**src/rtl/cst_pkg.sv**
```systemverilog
// Package for the connection and slot table block.
// Command codes, status codes and fixed field widths; no dependencies.
package cst_pkg;

  localparam int FUNC_W   = 3;
  localparam int ID_W     = 16;
  localparam int REQ_W    = 8;
  localparam int SLOT_W   = 4;
  localparam int STATUS_W = 2;

  localparam logic [FUNC_W-1:0] FUNC_CONNECT    = 3'd0;
  localparam logic [FUNC_W-1:0] FUNC_DISCONNECT = 3'd1;
  localparam logic [FUNC_W-1:0] FUNC_QUERY      = 3'd2;
  localparam logic [FUNC_W-1:0] FUNC_ASSIGN     = 3'd3;
  localparam logic [FUNC_W-1:0] FUNC_ASSIGN_REQ = 3'd4;

  localparam logic [STATUS_W-1:0] STATUS_OK        = 2'd0;
  localparam logic [STATUS_W-1:0] STATUS_FULL      = 2'd1;
  localparam logic [STATUS_W-1:0] STATUS_NOT_FOUND = 2'd2;

endpackage

```
**src/rtl/cst_if.sv**
```systemverilog
// Valid/ready channel interfaces for command items and result items.
// Depends on cst_pkg for field widths.
interface cst_in_if;
  logic                           valid;
  logic                           ready;
  logic [cst_pkg::FUNC_W-1:0]     func;
  logic [cst_pkg::ID_W-1:0]       session_id;
  logic [cst_pkg::REQ_W-1:0]      requested_slot;

  modport source (output valid, output func, output session_id, output requested_slot,
                  input ready);
  modport sink   (input valid, input func, input session_id, input requested_slot,
                  output ready);
endinterface

interface cst_out_if;
  logic                           valid;
  logic                           ready;
  logic                           is_linked;
  logic [cst_pkg::SLOT_W-1:0]     slot;
  logic [cst_pkg::STATUS_W-1:0]   status;

  modport source (output valid, output is_linked, output slot, output status,
                  input ready);
  modport sink   (input valid, input is_linked, input slot, input status,
                  output ready);
endinterface

```
**src/rtl/cst_ram.sv**
```systemverilog
// Generic single-write, single-read RAM with registered read data.
// No dependencies.
module cst_ram #(
  parameter int WIDTH = 16,
  parameter int DEPTH = 16
) (
  input  logic                     clk,
  input  logic                     we,
  input  logic [$clog2(DEPTH)-1:0] waddr,
  input  logic [WIDTH-1:0]         wdata,
  input  logic [$clog2(DEPTH)-1:0] raddr,
  output logic [WIDTH-1:0]         rdata
);

  logic [WIDTH-1:0] mem_r [DEPTH];
  logic [WIDTH-1:0] rdata_r;

  always_ff @(posedge clk) begin
    if (we) begin
      mem_r[waddr] <= wdata;
    end
    rdata_r <= mem_r[raddr];
  end

  assign rdata = rdata_r;

endmodule

```
**src/rtl/connection_and_slot_table_top.sv**
```systemverilog
// Connection table and slot-ownership table with a scanning sequencer.
// Depends on cst_pkg, cst_in_if / cst_out_if and cst_ram.
//
//   channel   dir   handshake     payload
//   in_ch     in    valid/ready   func, session_id, requested_slot
//   out_ch    out   valid/ready   is_linked, slot, status
//
// One item scans both tables together, one entry a cycle through a shared
// scan counter, with registered RAM reads; the FIN state then decides and
// writes. A zero id or an unused code skips the scan and goes straight to
// FIN.
// Reset clears all valid bits at once; no clearing pass.
// A result waits in the output register; the next item is taken meanwhile,
// and only the final write step holds while that register is full.
module connection_and_slot_table_top #(
  parameter int LINK_SLOTS  = 16,
  parameter int OWNER_SLOTS = 16
) (
  input  logic      clk,
  input  logic      rst_n,
  cst_in_if.sink    in_ch,
  cst_out_if.source out_ch
);

  localparam int LW     = $clog2(LINK_SLOTS);
  localparam int OW     = $clog2(OWNER_SLOTS);
  localparam int SCAN_N = (LINK_SLOTS > OWNER_SLOTS) ? LINK_SLOTS : OWNER_SLOTS;
  localparam int SW     = $clog2(SCAN_N + 1);

  typedef enum logic [2:0] {
    ST_IDLE = 3'b001,
    ST_SCAN = 3'b010,
    ST_FIN  = 3'b100
  } state_t;

  state_t state_r, state_nxt;

  logic [SW-1:0] cnt_r, cnt_nxt;
  logic [SW-1:0] pidx_r, pidx_nxt;
  logic          pend_r, pend_nxt;

  logic [cst_pkg::FUNC_W-1:0] func_r, func_nxt;
  logic [cst_pkg::ID_W-1:0]   id_r, id_nxt;
  logic [cst_pkg::REQ_W-1:0]  req_r, req_nxt;

  logic          lhit_f_r, lhit_f_nxt, lfree_f_r, lfree_f_nxt;
  logic [LW-1:0] lhit_idx_r, lhit_idx_nxt, lfree_idx_r, lfree_idx_nxt;
  logic          ohit_f_r, ohit_f_nxt, ofree_f_r, ofree_f_nxt;
  logic [OW-1:0] ohit_idx_r, ohit_idx_nxt, ofree_idx_r, ofree_idx_nxt;

  logic [LINK_SLOTS-1:0]  link_valid_r, link_valid_nxt;
  logic [OWNER_SLOTS-1:0] slot_valid_r, slot_valid_nxt;

  logic                          out_valid_r, out_valid_nxt;
  logic                          out_linked_r, out_linked_nxt;
  logic [cst_pkg::SLOT_W-1:0]    out_slot_r, out_slot_nxt;
  logic [cst_pkg::STATUS_W-1:0]  out_status_r, out_status_nxt;

  logic                   link_we, own_we;
  logic [LW-1:0]          link_waddr;
  logic [OW-1:0]          own_waddr;
  logic [cst_pkg::ID_W-1:0] link_rdata, own_rdata;

  logic                   in_fire, skip, req_ok;
  logic [LW-1:0]          pidx_l;
  logic [OW-1:0]          pidx_o;

  cst_ram #(.WIDTH(cst_pkg::ID_W), .DEPTH(LINK_SLOTS)) u_link_ram (
    .clk   (clk),
    .we    (link_we),
    .waddr (link_waddr),
    .wdata (id_r),
    .raddr (cnt_r[LW-1:0]),
    .rdata (link_rdata)
  );

  cst_ram #(.WIDTH(cst_pkg::ID_W), .DEPTH(OWNER_SLOTS)) u_own_ram (
    .clk   (clk),
    .we    (own_we),
    .waddr (own_waddr),
    .wdata (id_r),
    .raddr (cnt_r[OW-1:0]),
    .rdata (own_rdata)
  );

  assign in_ch.ready      = (state_r == ST_IDLE);
  assign in_fire          = in_ch.valid && in_ch.ready;
  assign out_ch.valid     = out_valid_r;
  assign out_ch.is_linked = out_linked_r;
  assign out_ch.slot      = out_slot_r;
  assign out_ch.status    = out_status_r;

  assign skip   = (in_ch.func > cst_pkg::FUNC_ASSIGN_REQ) || (in_ch.session_id == '0);
  assign pidx_l = pidx_r[LW-1:0];
  assign pidx_o = pidx_r[OW-1:0];
  assign req_ok = ({1'b0, req_r} < 9'(OWNER_SLOTS)) && !slot_valid_r[req_r[OW-1:0]];

  always_comb begin
    state_nxt      = state_r;
    cnt_nxt        = cnt_r;
    pidx_nxt       = pidx_r;
    pend_nxt       = 1'b0;
    func_nxt       = func_r;
    id_nxt         = id_r;
    req_nxt        = req_r;
    lhit_f_nxt     = lhit_f_r;
    lhit_idx_nxt   = lhit_idx_r;
    lfree_f_nxt    = lfree_f_r;
    lfree_idx_nxt  = lfree_idx_r;
    ohit_f_nxt     = ohit_f_r;
    ohit_idx_nxt   = ohit_idx_r;
    ofree_f_nxt    = ofree_f_r;
    ofree_idx_nxt  = ofree_idx_r;
    link_valid_nxt = link_valid_r;
    slot_valid_nxt = slot_valid_r;
    out_valid_nxt  = out_valid_r && !out_ch.ready;
    out_linked_nxt = out_linked_r;
    out_slot_nxt   = out_slot_r;
    out_status_nxt = out_status_r;
    link_we        = 1'b0;
    own_we         = 1'b0;
    link_waddr     = lfree_idx_r;
    own_waddr      = ofree_idx_r;

    case (state_r)
      ST_IDLE: begin
        if (in_fire) begin
          func_nxt    = in_ch.func;
          id_nxt      = in_ch.session_id;
          req_nxt     = in_ch.requested_slot;
          cnt_nxt     = '0;
          lhit_f_nxt  = 1'b0;
          lfree_f_nxt = 1'b0;
          ohit_f_nxt  = 1'b0;
          ofree_f_nxt = 1'b0;
          state_nxt   = skip ? ST_FIN : ST_SCAN;
        end
      end
      ST_SCAN: begin
        if (cnt_r < SW'(SCAN_N)) begin
          pidx_nxt = cnt_r;
          pend_nxt = 1'b1;
          cnt_nxt  = cnt_r + 1'b1;
        end else if (!pend_r) begin
          state_nxt = ST_FIN;
        end
        if (pend_r) begin
          if (pidx_r < SW'(LINK_SLOTS)) begin
            if (link_valid_r[pidx_l] && (link_rdata == id_r) && !lhit_f_r) begin
              lhit_f_nxt   = 1'b1;
              lhit_idx_nxt = pidx_l;
            end
            if (!link_valid_r[pidx_l] && !lfree_f_r) begin
              lfree_f_nxt   = 1'b1;
              lfree_idx_nxt = pidx_l;
            end
          end
          if (pidx_r < SW'(OWNER_SLOTS)) begin
            if (slot_valid_r[pidx_o] && (own_rdata == id_r) && !ohit_f_r) begin
              ohit_f_nxt   = 1'b1;
              ohit_idx_nxt = pidx_o;
            end
            if (!slot_valid_r[pidx_o] && !ofree_f_r) begin
              ofree_f_nxt   = 1'b1;
              ofree_idx_nxt = pidx_o;
            end
          end
        end
      end
      ST_FIN: begin
        if (!out_valid_r || out_ch.ready) begin
          state_nxt      = ST_IDLE;
          out_valid_nxt  = 1'b1;
          out_linked_nxt = 1'b0;
          out_slot_nxt   = '0;
          out_status_nxt = cst_pkg::STATUS_OK;
          if (func_r > cst_pkg::FUNC_ASSIGN_REQ) begin
            out_status_nxt = cst_pkg::STATUS_OK;
          end else if (id_r == '0) begin
            out_status_nxt = cst_pkg::STATUS_NOT_FOUND;
          end else begin
            case (func_r)
              cst_pkg::FUNC_CONNECT: begin
                if (lfree_f_r) begin
                  link_we                     = 1'b1;
                  link_valid_nxt[lfree_idx_r] = 1'b1;
                  out_slot_nxt                = 4'(lfree_idx_r);
                end else begin
                  out_status_nxt = cst_pkg::STATUS_FULL;
                end
              end
              cst_pkg::FUNC_DISCONNECT: begin
                if (lhit_f_r) begin
                  link_valid_nxt[lhit_idx_r] = 1'b0;
                  out_slot_nxt               = 4'(lhit_idx_r);
                end else begin
                  out_status_nxt = cst_pkg::STATUS_NOT_FOUND;
                end
                if (ohit_f_r) begin
                  slot_valid_nxt[ohit_idx_r] = 1'b0;
                end
              end
              cst_pkg::FUNC_QUERY: begin
                if (lhit_f_r) begin
                  out_linked_nxt = 1'b1;
                  out_slot_nxt   = 4'(lhit_idx_r);
                end else begin
                  out_status_nxt = cst_pkg::STATUS_NOT_FOUND;
                end
              end
              cst_pkg::FUNC_ASSIGN, cst_pkg::FUNC_ASSIGN_REQ: begin
                if (ohit_f_r) begin
                  out_slot_nxt = 4'(ohit_idx_r);
                end else if ((func_r == cst_pkg::FUNC_ASSIGN_REQ) && req_ok) begin
                  own_we                          = 1'b1;
                  own_waddr                       = req_r[OW-1:0];
                  slot_valid_nxt[req_r[OW-1:0]]   = 1'b1;
                  out_slot_nxt                    = req_r[cst_pkg::SLOT_W-1:0];
                end else if (ofree_f_r) begin
                  own_we                      = 1'b1;
                  slot_valid_nxt[ofree_idx_r] = 1'b1;
                  out_slot_nxt                = 4'(ofree_idx_r);
                end else begin
                  out_status_nxt = cst_pkg::STATUS_FULL;
                end
              end
              default: begin
                out_status_nxt = cst_pkg::STATUS_OK;
              end
            endcase
          end
        end
      end
      default: begin
        state_nxt = ST_IDLE;
      end
    endcase
  end

  always_ff @(posedge clk) begin
    if (!rst_n) begin
      state_r      <= ST_IDLE;
      pend_r       <= 1'b0;
      out_valid_r  <= 1'b0;
      link_valid_r <= '0;
      slot_valid_r <= '0;
    end else begin
      state_r      <= state_nxt;
      pend_r       <= pend_nxt;
      out_valid_r  <= out_valid_nxt;
      link_valid_r <= link_valid_nxt;
      slot_valid_r <= slot_valid_nxt;
    end
  end

  always_ff @(posedge clk) begin
    cnt_r        <= cnt_nxt;
    pidx_r       <= pidx_nxt;
    func_r       <= func_nxt;
    id_r         <= id_nxt;
    req_r        <= req_nxt;
    lhit_f_r     <= lhit_f_nxt;
    lhit_idx_r   <= lhit_idx_nxt;
    lfree_f_r    <= lfree_f_nxt;
    lfree_idx_r  <= lfree_idx_nxt;
    ohit_f_r     <= ohit_f_nxt;
    ohit_idx_r   <= ohit_idx_nxt;
    ofree_f_r    <= ofree_f_nxt;
    ofree_idx_r  <= ofree_idx_nxt;
    out_linked_r <= out_linked_nxt;
    out_slot_r   <= out_slot_nxt;
    out_status_r <= out_status_nxt;
  end

endmodule

```
**src/flat_wrapper.sv**
```systemverilog
// flat-port wrapper written by rule: the top's interface ports become plain ports
module connection_and_slot_table_top_flat 
#(
  parameter int LINK_SLOTS  = 16,
  parameter int OWNER_SLOTS = 16
)
  (clk, rst_n, in_ch_valid, in_ch_func, in_ch_session_id, in_ch_requested_slot, in_ch_ready, out_ch_valid, out_ch_is_linked, out_ch_slot, out_ch_status, out_ch_ready);
  cst_in_if in_ch_i ();
  cst_out_if out_ch_i ();
  input  logic clk;
  input  logic rst_n;
  input wire logic [$bits(in_ch_i.valid)-1:0] in_ch_valid;
  input wire logic [$bits(in_ch_i.func)-1:0] in_ch_func;
  input wire logic [$bits(in_ch_i.session_id)-1:0] in_ch_session_id;
  input wire logic [$bits(in_ch_i.requested_slot)-1:0] in_ch_requested_slot;
  output wire logic [$bits(in_ch_i.ready)-1:0] in_ch_ready;
  output wire logic [$bits(out_ch_i.valid)-1:0] out_ch_valid;
  output wire logic [$bits(out_ch_i.is_linked)-1:0] out_ch_is_linked;
  output wire logic [$bits(out_ch_i.slot)-1:0] out_ch_slot;
  output wire logic [$bits(out_ch_i.status)-1:0] out_ch_status;
  input wire logic [$bits(out_ch_i.ready)-1:0] out_ch_ready;
  assign in_ch_i.valid = in_ch_valid;
  assign in_ch_i.func = in_ch_func;
  assign in_ch_i.session_id = in_ch_session_id;
  assign in_ch_i.requested_slot = in_ch_requested_slot;
  assign in_ch_ready = in_ch_i.ready;
  assign out_ch_valid = out_ch_i.valid;
  assign out_ch_is_linked = out_ch_i.is_linked;
  assign out_ch_slot = out_ch_i.slot;
  assign out_ch_status = out_ch_i.status;
  assign out_ch_i.ready = out_ch_ready;
  connection_and_slot_table_top #(.LINK_SLOTS(LINK_SLOTS), .OWNER_SLOTS(OWNER_SLOTS)) u_core (.clk(clk), .rst_n(rst_n), .in_ch(in_ch_i), .out_ch(out_ch_i));
endmodule
```
**config.mk**
```make
export PLATFORM = sky130hd
export DESIGN_NAME = connection_and_slot_table_top_flat
export DESIGN_NICKNAME = d
export VERILOG_FILES = /design/src/rtl/cst_pkg.sv /design/src/rtl/cst_if.sv /design/src/rtl/cst_ram.sv /design/src/rtl/connection_and_slot_table_top.sv /design/src/flat_wrapper.sv
export SDC_FILE = /design/constraint.sdc
export NUM_CORES = 1
export LEC_CHECK = 0
export BUFFER_PORTS_ARGS = -buffer_cell sky130_fd_sc_hd__buf_2
export CAP_MARGIN = 0
export CORE_ASPECT_RATIO = 0.7
export CORE_MARGIN = 2
export CORE_UTILIZATION = 35
export DETAILED_ROUTE_END_ITERATION = 8
export PLACE_DENSITY = 0.51
export SLEW_MARGIN = 0
export SYNTH_ARGS = -nofsm -noshare
export SYNTH_HDL_FRONTEND = slang
export SYNTH_SLANG_ARGS = --single-unit
```
**constraint.sdc**
```tcl
create_clock -name clk -period 3.5 [get_ports clk]
set_input_delay 0.35 -clock clk [delete_from_list [all_inputs] [get_ports clk]]
set_output_delay 0.35 -clock clk [all_outputs]
set_load 0.005 [all_outputs]
```
# Word level (Yosys, flattened, before mapping)
# Memory sizes are Yosys's and may differ from the RTL's. A register that Yosys moved wholly into a read port is not among the register bits.
# Index checks and enable logic that the tools add are counted.
# word_totals
register_bits,101
latch_bits,0
ram_bits,512
rom_bits,0
in_bits,31
n_memories,2
# op_classes
n_addsub,1
n_mul,0
n_div,0
magnitude_cmp,16
n_eq_ne,25
shift,0
mux,92
n_bitwise,10
reduce_logical,52
# mem_list
memory,words,width,read_ports,rd_clocked_by_memory_dff,write_ports,line_no,rtl
u_core.u_link_ram.mem_r,16,16,1,1,1,cst_ram.sv:15,logic [WIDTH-1:0] mem_r [DEPTH];
u_core.u_own_ram.mem_r,16,16,1,1,1,cst_ram.sv:15,
# op_table
op,n
$mux W16,6
$pmux W16 S2,2
$mux W4,12
$or A16 B16 Y16,3
$mux W1,45
$and A16 B16 Y16,2
$eq A16 B16 Y1,2
$logic_not A16 Y1,2
$not A16 Y16,2
$lt A4 B5 Y1 const B,6
$ne A2 B1 Y1 const B,11
$demux W1 S4,5
$ge A4 B1 Y1 const B,5
$reduce_and A4 Y1,5
$reduce_and A5 Y1,4
$logic_and A1 B1 Y1,15
$mux W3,5
$bmux W1 S4,3
$pmux W4 S3,1
$lt A5 B5 Y1 const B,2
$mux W5,2
$pmux W5 S2,1
$eq A3 B2 Y1 const B,3
$logic_not A1 Y1,9
21 further kinds,43

# Longest topological paths before layout
# depth
depth_word,14
mapped_depth,9

# By module
# From an unflattened synthesis, not the netlist that was laid out.
# hier_totals
cells_unflattened,1310
hier_area_um2,25338.1
# modules_own_cells
module,n_inst,cells_each,area_per_inst_um2
cst_ram,2,432,10042.1
connection_and_slot_table_top,1,446,5253.8

# Worst setup path after synthesis
# Ideal clock, no wire load.
# synth_path
path_type,reg2reg
startpoint,register u_core.id_r[9] (netlist bit)
endpoint,register u_core.link_valid_r[3]
setup_ns,0.063
t_arrival_ns,3.248
t_required_ns,3.437
path_slack_ns,0.189
stages_incl_launch_ff,8
cell_sequence,edfxtp_1 -> nor4_1 -> and4_1 -> buf_2 -> nor2_1 -> nand4_1 -> nor3_1 -> o221a_2
# synth_between
elab_chain_len,3
# synth_lines
element,line_no,rtl
"start, declared",connection_and_slot_table_top.sv:43,"logic [cst_pkg::ID_W-1:0] id_r, id_nxt;"
"start signal, assigned",connection_and_slot_table_top.sv:260,id_r <= id_nxt;
$logic_not A16 Y1,connection_and_slot_table_top.sv:179,end else if (id_r == '0) begin
$not A1 Y1 (no line),-,
$reduce_and A7 Y1 (no line),-,
"end signal, assigned",connection_and_slot_table_top.sv:251,link_valid_r <= link_valid_nxt;
"end, declared",connection_and_slot_table_top.sv:51,"logic [LINK_SLOTS-1:0] link_valid_r, link_valid_nxt;"
# Every way passes these cells.
# A chain may end at the register's enable or synchronous reset.

# Final worst setup path
# layout_path
startpoint,register u_core.func_r[0] (netlist bit)
endpoint,"memory u_core.u_own_ram.mem_r[0][14], enable pin"
# layout_between
elab_chain_len,11
elab_cells_between_ends,21
classes_between,order compare: 1; eq/ne: 2; mux: 16; reduce/logical: 2
# layout_lines
element,line_no,rtl
"start, declared",connection_and_slot_table_top.sv:42,"logic [cst_pkg::FUNC_W-1:0] func_r, func_nxt;"
"start signal, assigned",connection_and_slot_table_top.sv:259,func_r <= func_nxt;
$eq A3 B3 Y1,"connection_and_slot_table_top.sv:182, connection_and_slot_table_top.sv:214",
$logic_and A1 B1 Y1,connection_and_slot_table_top.sv:214,end else if ((func_r == cst_pkg::FUNC_ASSIGN_REQ) && req_ok) begin
$mux W1,connection_and_slot_table_top.sv:214,
$mux W1,connection_and_slot_table_top.sv:212,if (ohit_f_r) begin
$mux W1,connection_and_slot_table_top.sv:182,case (func_r)
$mux W1,connection_and_slot_table_top.sv:179,
$mux W1,connection_and_slot_table_top.sv:177,if (func_r > cst_pkg::FUNC_ASSIGN_REQ) begin
$mux W1,connection_and_slot_table_top.sv:171,if (!out_valid_r || out_ch.ready) begin
$mux W1,connection_and_slot_table_top.sv:125,case (state_r)
$mux W1,cst_ram.sv:19,if (we) begin
$mux W1 (not written as such),cst_ram.sv:20,mem_r[waddr] <= wdata;
"end, declared",cst_ram.sv:15,
# Parallel ways exist; a longest one is shown, timed or not.

==> reports/results.txt <==
PD cells: 554 mW/mm^2
Cell Rows: 82
H-tree levels: 2
Tightest Pin Transition: 858 ps
Initial Util: 35.6%
area of the multi-input gates: 0.00664 mm^2
r2r startpoint: u_core.func_r[0]
Cell Area, Synth: 0.0256 mm^2
crit path time final: 3040 ps
final hold vios: 0
Bufs and invs on worst path: 1
Post-CTS Setup Bufs: 0
Reg clk slew, reported paths: 70 ps
Register Area: 0.0187 mm^2
reg2reg end: u_core.u_own_ram.mem_r[0][14]
setup skew after layout: 21.7 ps
Tot GR Track Use: 17.3%
Syn. warnings: 0
Mapped Cells: 1,495
hold path endpoint: u_core.out_ch.valid
Post-synth EDFFs: 576
largest family of logic cells by synthesized area: multiplexers
first-pass GRT wire length: 95.7 mm
P&R area growth vs syn: 16.4%
WL/cell: 24.7 um
Synth Area in Adders: 0.0489%
Yosys reg bits: 645
CTS buffer count: 60
clk_lat worst skew: 650 ps
fmax: 328 MHz
flop2flop setup slack: 460 ps
Top Ports: 40
# diodes: 0
critical path, cell by cell: nor2_1 -> nand4b_1 -> a311oi_2 -> nand4_2 -> or4b_1 -> a21oi_2 -> buf_4
Die ar.: 0.0753 mm^2
Compound-Gate Fraction of Synth Area: 6.39%
CTS root buf: clkbuf_16
Worst Setup End Kind: flip-flop
path depth of the worst reg2reg path: 7
Die H: 230 um
total power draw: 16.5 mW
max_cap viols: 0
outcome: finished, final reports clean
register area share after synthesis: 73.0%
ANT nets after route: 0
largest net degree at the start of global routing: 83
# port buffers: 39
Fillers: 6,410
clock sink count: 645
crit path kind: reg -> reg
# hold bufs at CTS: 27
total gr overflow: 0
core area: 0.0719 mm^2
CP top delay family: simple AND/OR/NAND/NOR gates
syn_area_per_cell: 17.1 um^2
crit share post-route: 87.0%
nets: 1,659
Final setup viols: 0
Post-Route WL: 65.4 mm
vias in the first global route: 13,900
RSZ-0062 raised after global routing: false
Leakage: 9.71 nW
share of layout cells above drive strength 1: 22.2%
Yosys cell types: 65
TNS Setup: 0 ps
crit path DAT: 3360 ps
CTS tree: yes
HPWL Detailed: 41.1 mm
Synth Flop Type: edfxtp_1
vias: 14,300
WHS: 109 ps
top cell type's share of synthesized area: 67.6%
post-synth top area cell: edfxtp_1
Hold Path Class: in -> reg
XOR/XNOR Fraction of Synth Area: 1.23%
Worst setup SP type: flip-flop
max_slew headroom: 42.8%
post-synth net total: 1,527
gpl congestion: 0.842
initial antenna violation count: 1
worst-case clock buffer depth: 3
max-slew violations: 0
First DRT Iteration DRCs: 1,647
post-CTS sizing: 0
DR pass1 iterations: 5
Simple-Gate Fraction of Synth Area: 5.19%
critical path peak fanout: 16
FFs w/ async S/R, synth: 0%
CP Data Required Time: 3820 ps
DRC Markers: 0
Max VDD drop: 356 uV
hold path depth: 3
Die X-Extent: 327 um
Worst Setup SP: u_core.func_r[0]
Max stage delay on crit path: 600 ps
CP max stage cell: or4b_1
Synth area leaders: edfxtp_1 (68%), mux4_2 (6.8%), dfxtp_1 (5.4%), mux2i_1 (4.5%), o21ai_0 (1.4%)
Hold Crit Start: out_ch_ready
routed vias/inst: 5.39
multiplexer share of the synthesized area: 12.7%
where the power goes:
group          switching (mW)  internal (mW)
logic                   0.653          0.383
registers              0.0747           8.50
clock network            2.86           4.02
total                    3.59           12.9
cell families (layout without fill, tap and decap cells):
family,Yosys count,in the layout
muxes,224,224
DFF,645,645
AOI/OAI and AO/OA,247,247
xor gates and xnor gates,36,36
adders and majority gates,1,1
and+or+nand+nor,257,257
buffers and inverters,85,268
flip-flops by register name (all words and copies together), names as in the netlist, 2 cells and up:
| signal | cells |
|---|---|
| u_core.ohit_idx_r | 4 |
| u_core.out_ch.slot | 4 |
| u_core.u_link_ram.rdata | 16 |
| u_core.u_own_ram.mem_r | 256 |
| u_core.lfree_idx_r | 4 |
| u_core.u_link_ram.mem_r | 256 |
| u_core.req_r | 8 |
| u_core.u_own_ram.rdata | 16 |
| u_core.cnt_r | 5 |
| u_core.pidx_r | 5 |
| u_core.out_ch.status | 2 |
| u_core.state_r | 3 |
| u_core.func_r | 3 |
| u_core.lhit_idx_r | 4 |
| u_core.slot_valid_r | 16 |
| u_core.link_valid_r | 16 |
| u_core.ofree_idx_r | 4 |
| u_core.id_r | 16 |
synth_stat cells, types with 7 or more instances:
cell type  count
o211ai_1      10
dfxtp_1       69
o221a_1       12
nor4_1        13
a21oi_1       55
clkbuf_1      46
o21ai_0       70
xnor2_1       34
nand4_1       12
and2_1         7
edfxtp_1     576
mux2i_1      115
mux4_2        77
buf_2         23
nand2b_1      15
o21ai_1       10
nor2_1        74
mux2_2        31
a221oi_1      32
nand2_1       59
a22oi_1       33
nor3_1        17
nand3_1       13
cell type report:
type | instances | area share, %
repair buffers | 147 | 3.78
multi-input cells | 765 | 22.3
well taps | 966 | 4.06
clock inverters | 33 | 1.34
inverters | 8 | 0.101
flip-flops and latches | 645 | 62.8
clock buffers | 80 | 5.64
how the worst max path moves through the flow:
stage | end | slack [ps] | depth (start not counted)
final | u_core.u_own_ram.mem_r[0][14] | 460 | 7
after global routing | u_core.u_own_ram.mem_r[0][14] | 270 | 7
after CTS | u_core.u_own_ram.mem_r[0][2] | 460 | 6
after detailed placement | u_core.u_own_ram.mem_r[0][11] | 500 | 6
after global placement | u_core.u_own_ram.mem_r[6][10] | 490 | 7
after floorplan | u_core.link_valid_r[3] | 190 | 7
placed cells by master (no fill, tap or decap), types with 6 or more instances in the layout:
master	Yosys	routed
a21oi_1	55	51
a221oi_1	32	32
a22oi_1	33	33
and2_1	7	7
buf_2	23	39
buf_4	1	77
bufinv_16	0	9
clkbuf_1	46	11
clkbuf_16	0	61
clkbuf_8	0	8
clkinv_1	0	8
clkinv_2	0	14
dfxtp_1	69	69
dlygate4sd3_1	0	27
edfxtp_1	576	576
inv_1	6	6
mux2_2	31	31
mux2i_1	115	115
mux4_2	77	77
nand2_1	59	59
nand2b_1	15	15
nand3_1	13	13
nand4_1	12	12
nor2_1	74	50
nor2_2	0	24
nor3_1	17	14
nor4_1	13	13
o211ai_1	10	10
o21ai_0	70	70
o21ai_1	10	10
o221a_1	12	12
or3_1	6	6
xnor2_1	34	34
layer usage:
| metal | share of wire (%) | up-vias | GRT usage, % | routed length, um |
|---|---|---|---|---|
| met5 | 0 | - | 0 | 0 |
| met4 | 1.7 | 0 | 4.10 | 1100 |
| met3 | 6.8 | 77 | 3.34 | 4430 |
| met2 | 42 | 478 | 24.4 | 27400 |
| met1 | 50 | 7443 | 27.3 | 32500 |
| li1 | - | 6266 | - | - |
per-stage QoR:
step	setup WS (ps)	area, um^2	util (%)	cells
4_1_cts	465	29800	41.4	2644
3_3_place_gp	489	27400	38.1	2504
5_1_grt	268	29800	41.4	2644
3_5_place_dp	495	27400	38.1	2504
2_1_floorplan	189	25600	-	1495
6_report	455	29800	41.4	2644
worst reg2reg max path, cell delays in order, from the launching register on:
cell	delay [ps]
edfxtp_1	390
nor2_1	330
nand4b_1	280
a311oi_2	350
nand4_2	310
or4b_1	600
a21oi_2	170
buf_4	280
No activity file was read; power rests on OpenSTA's default activity.
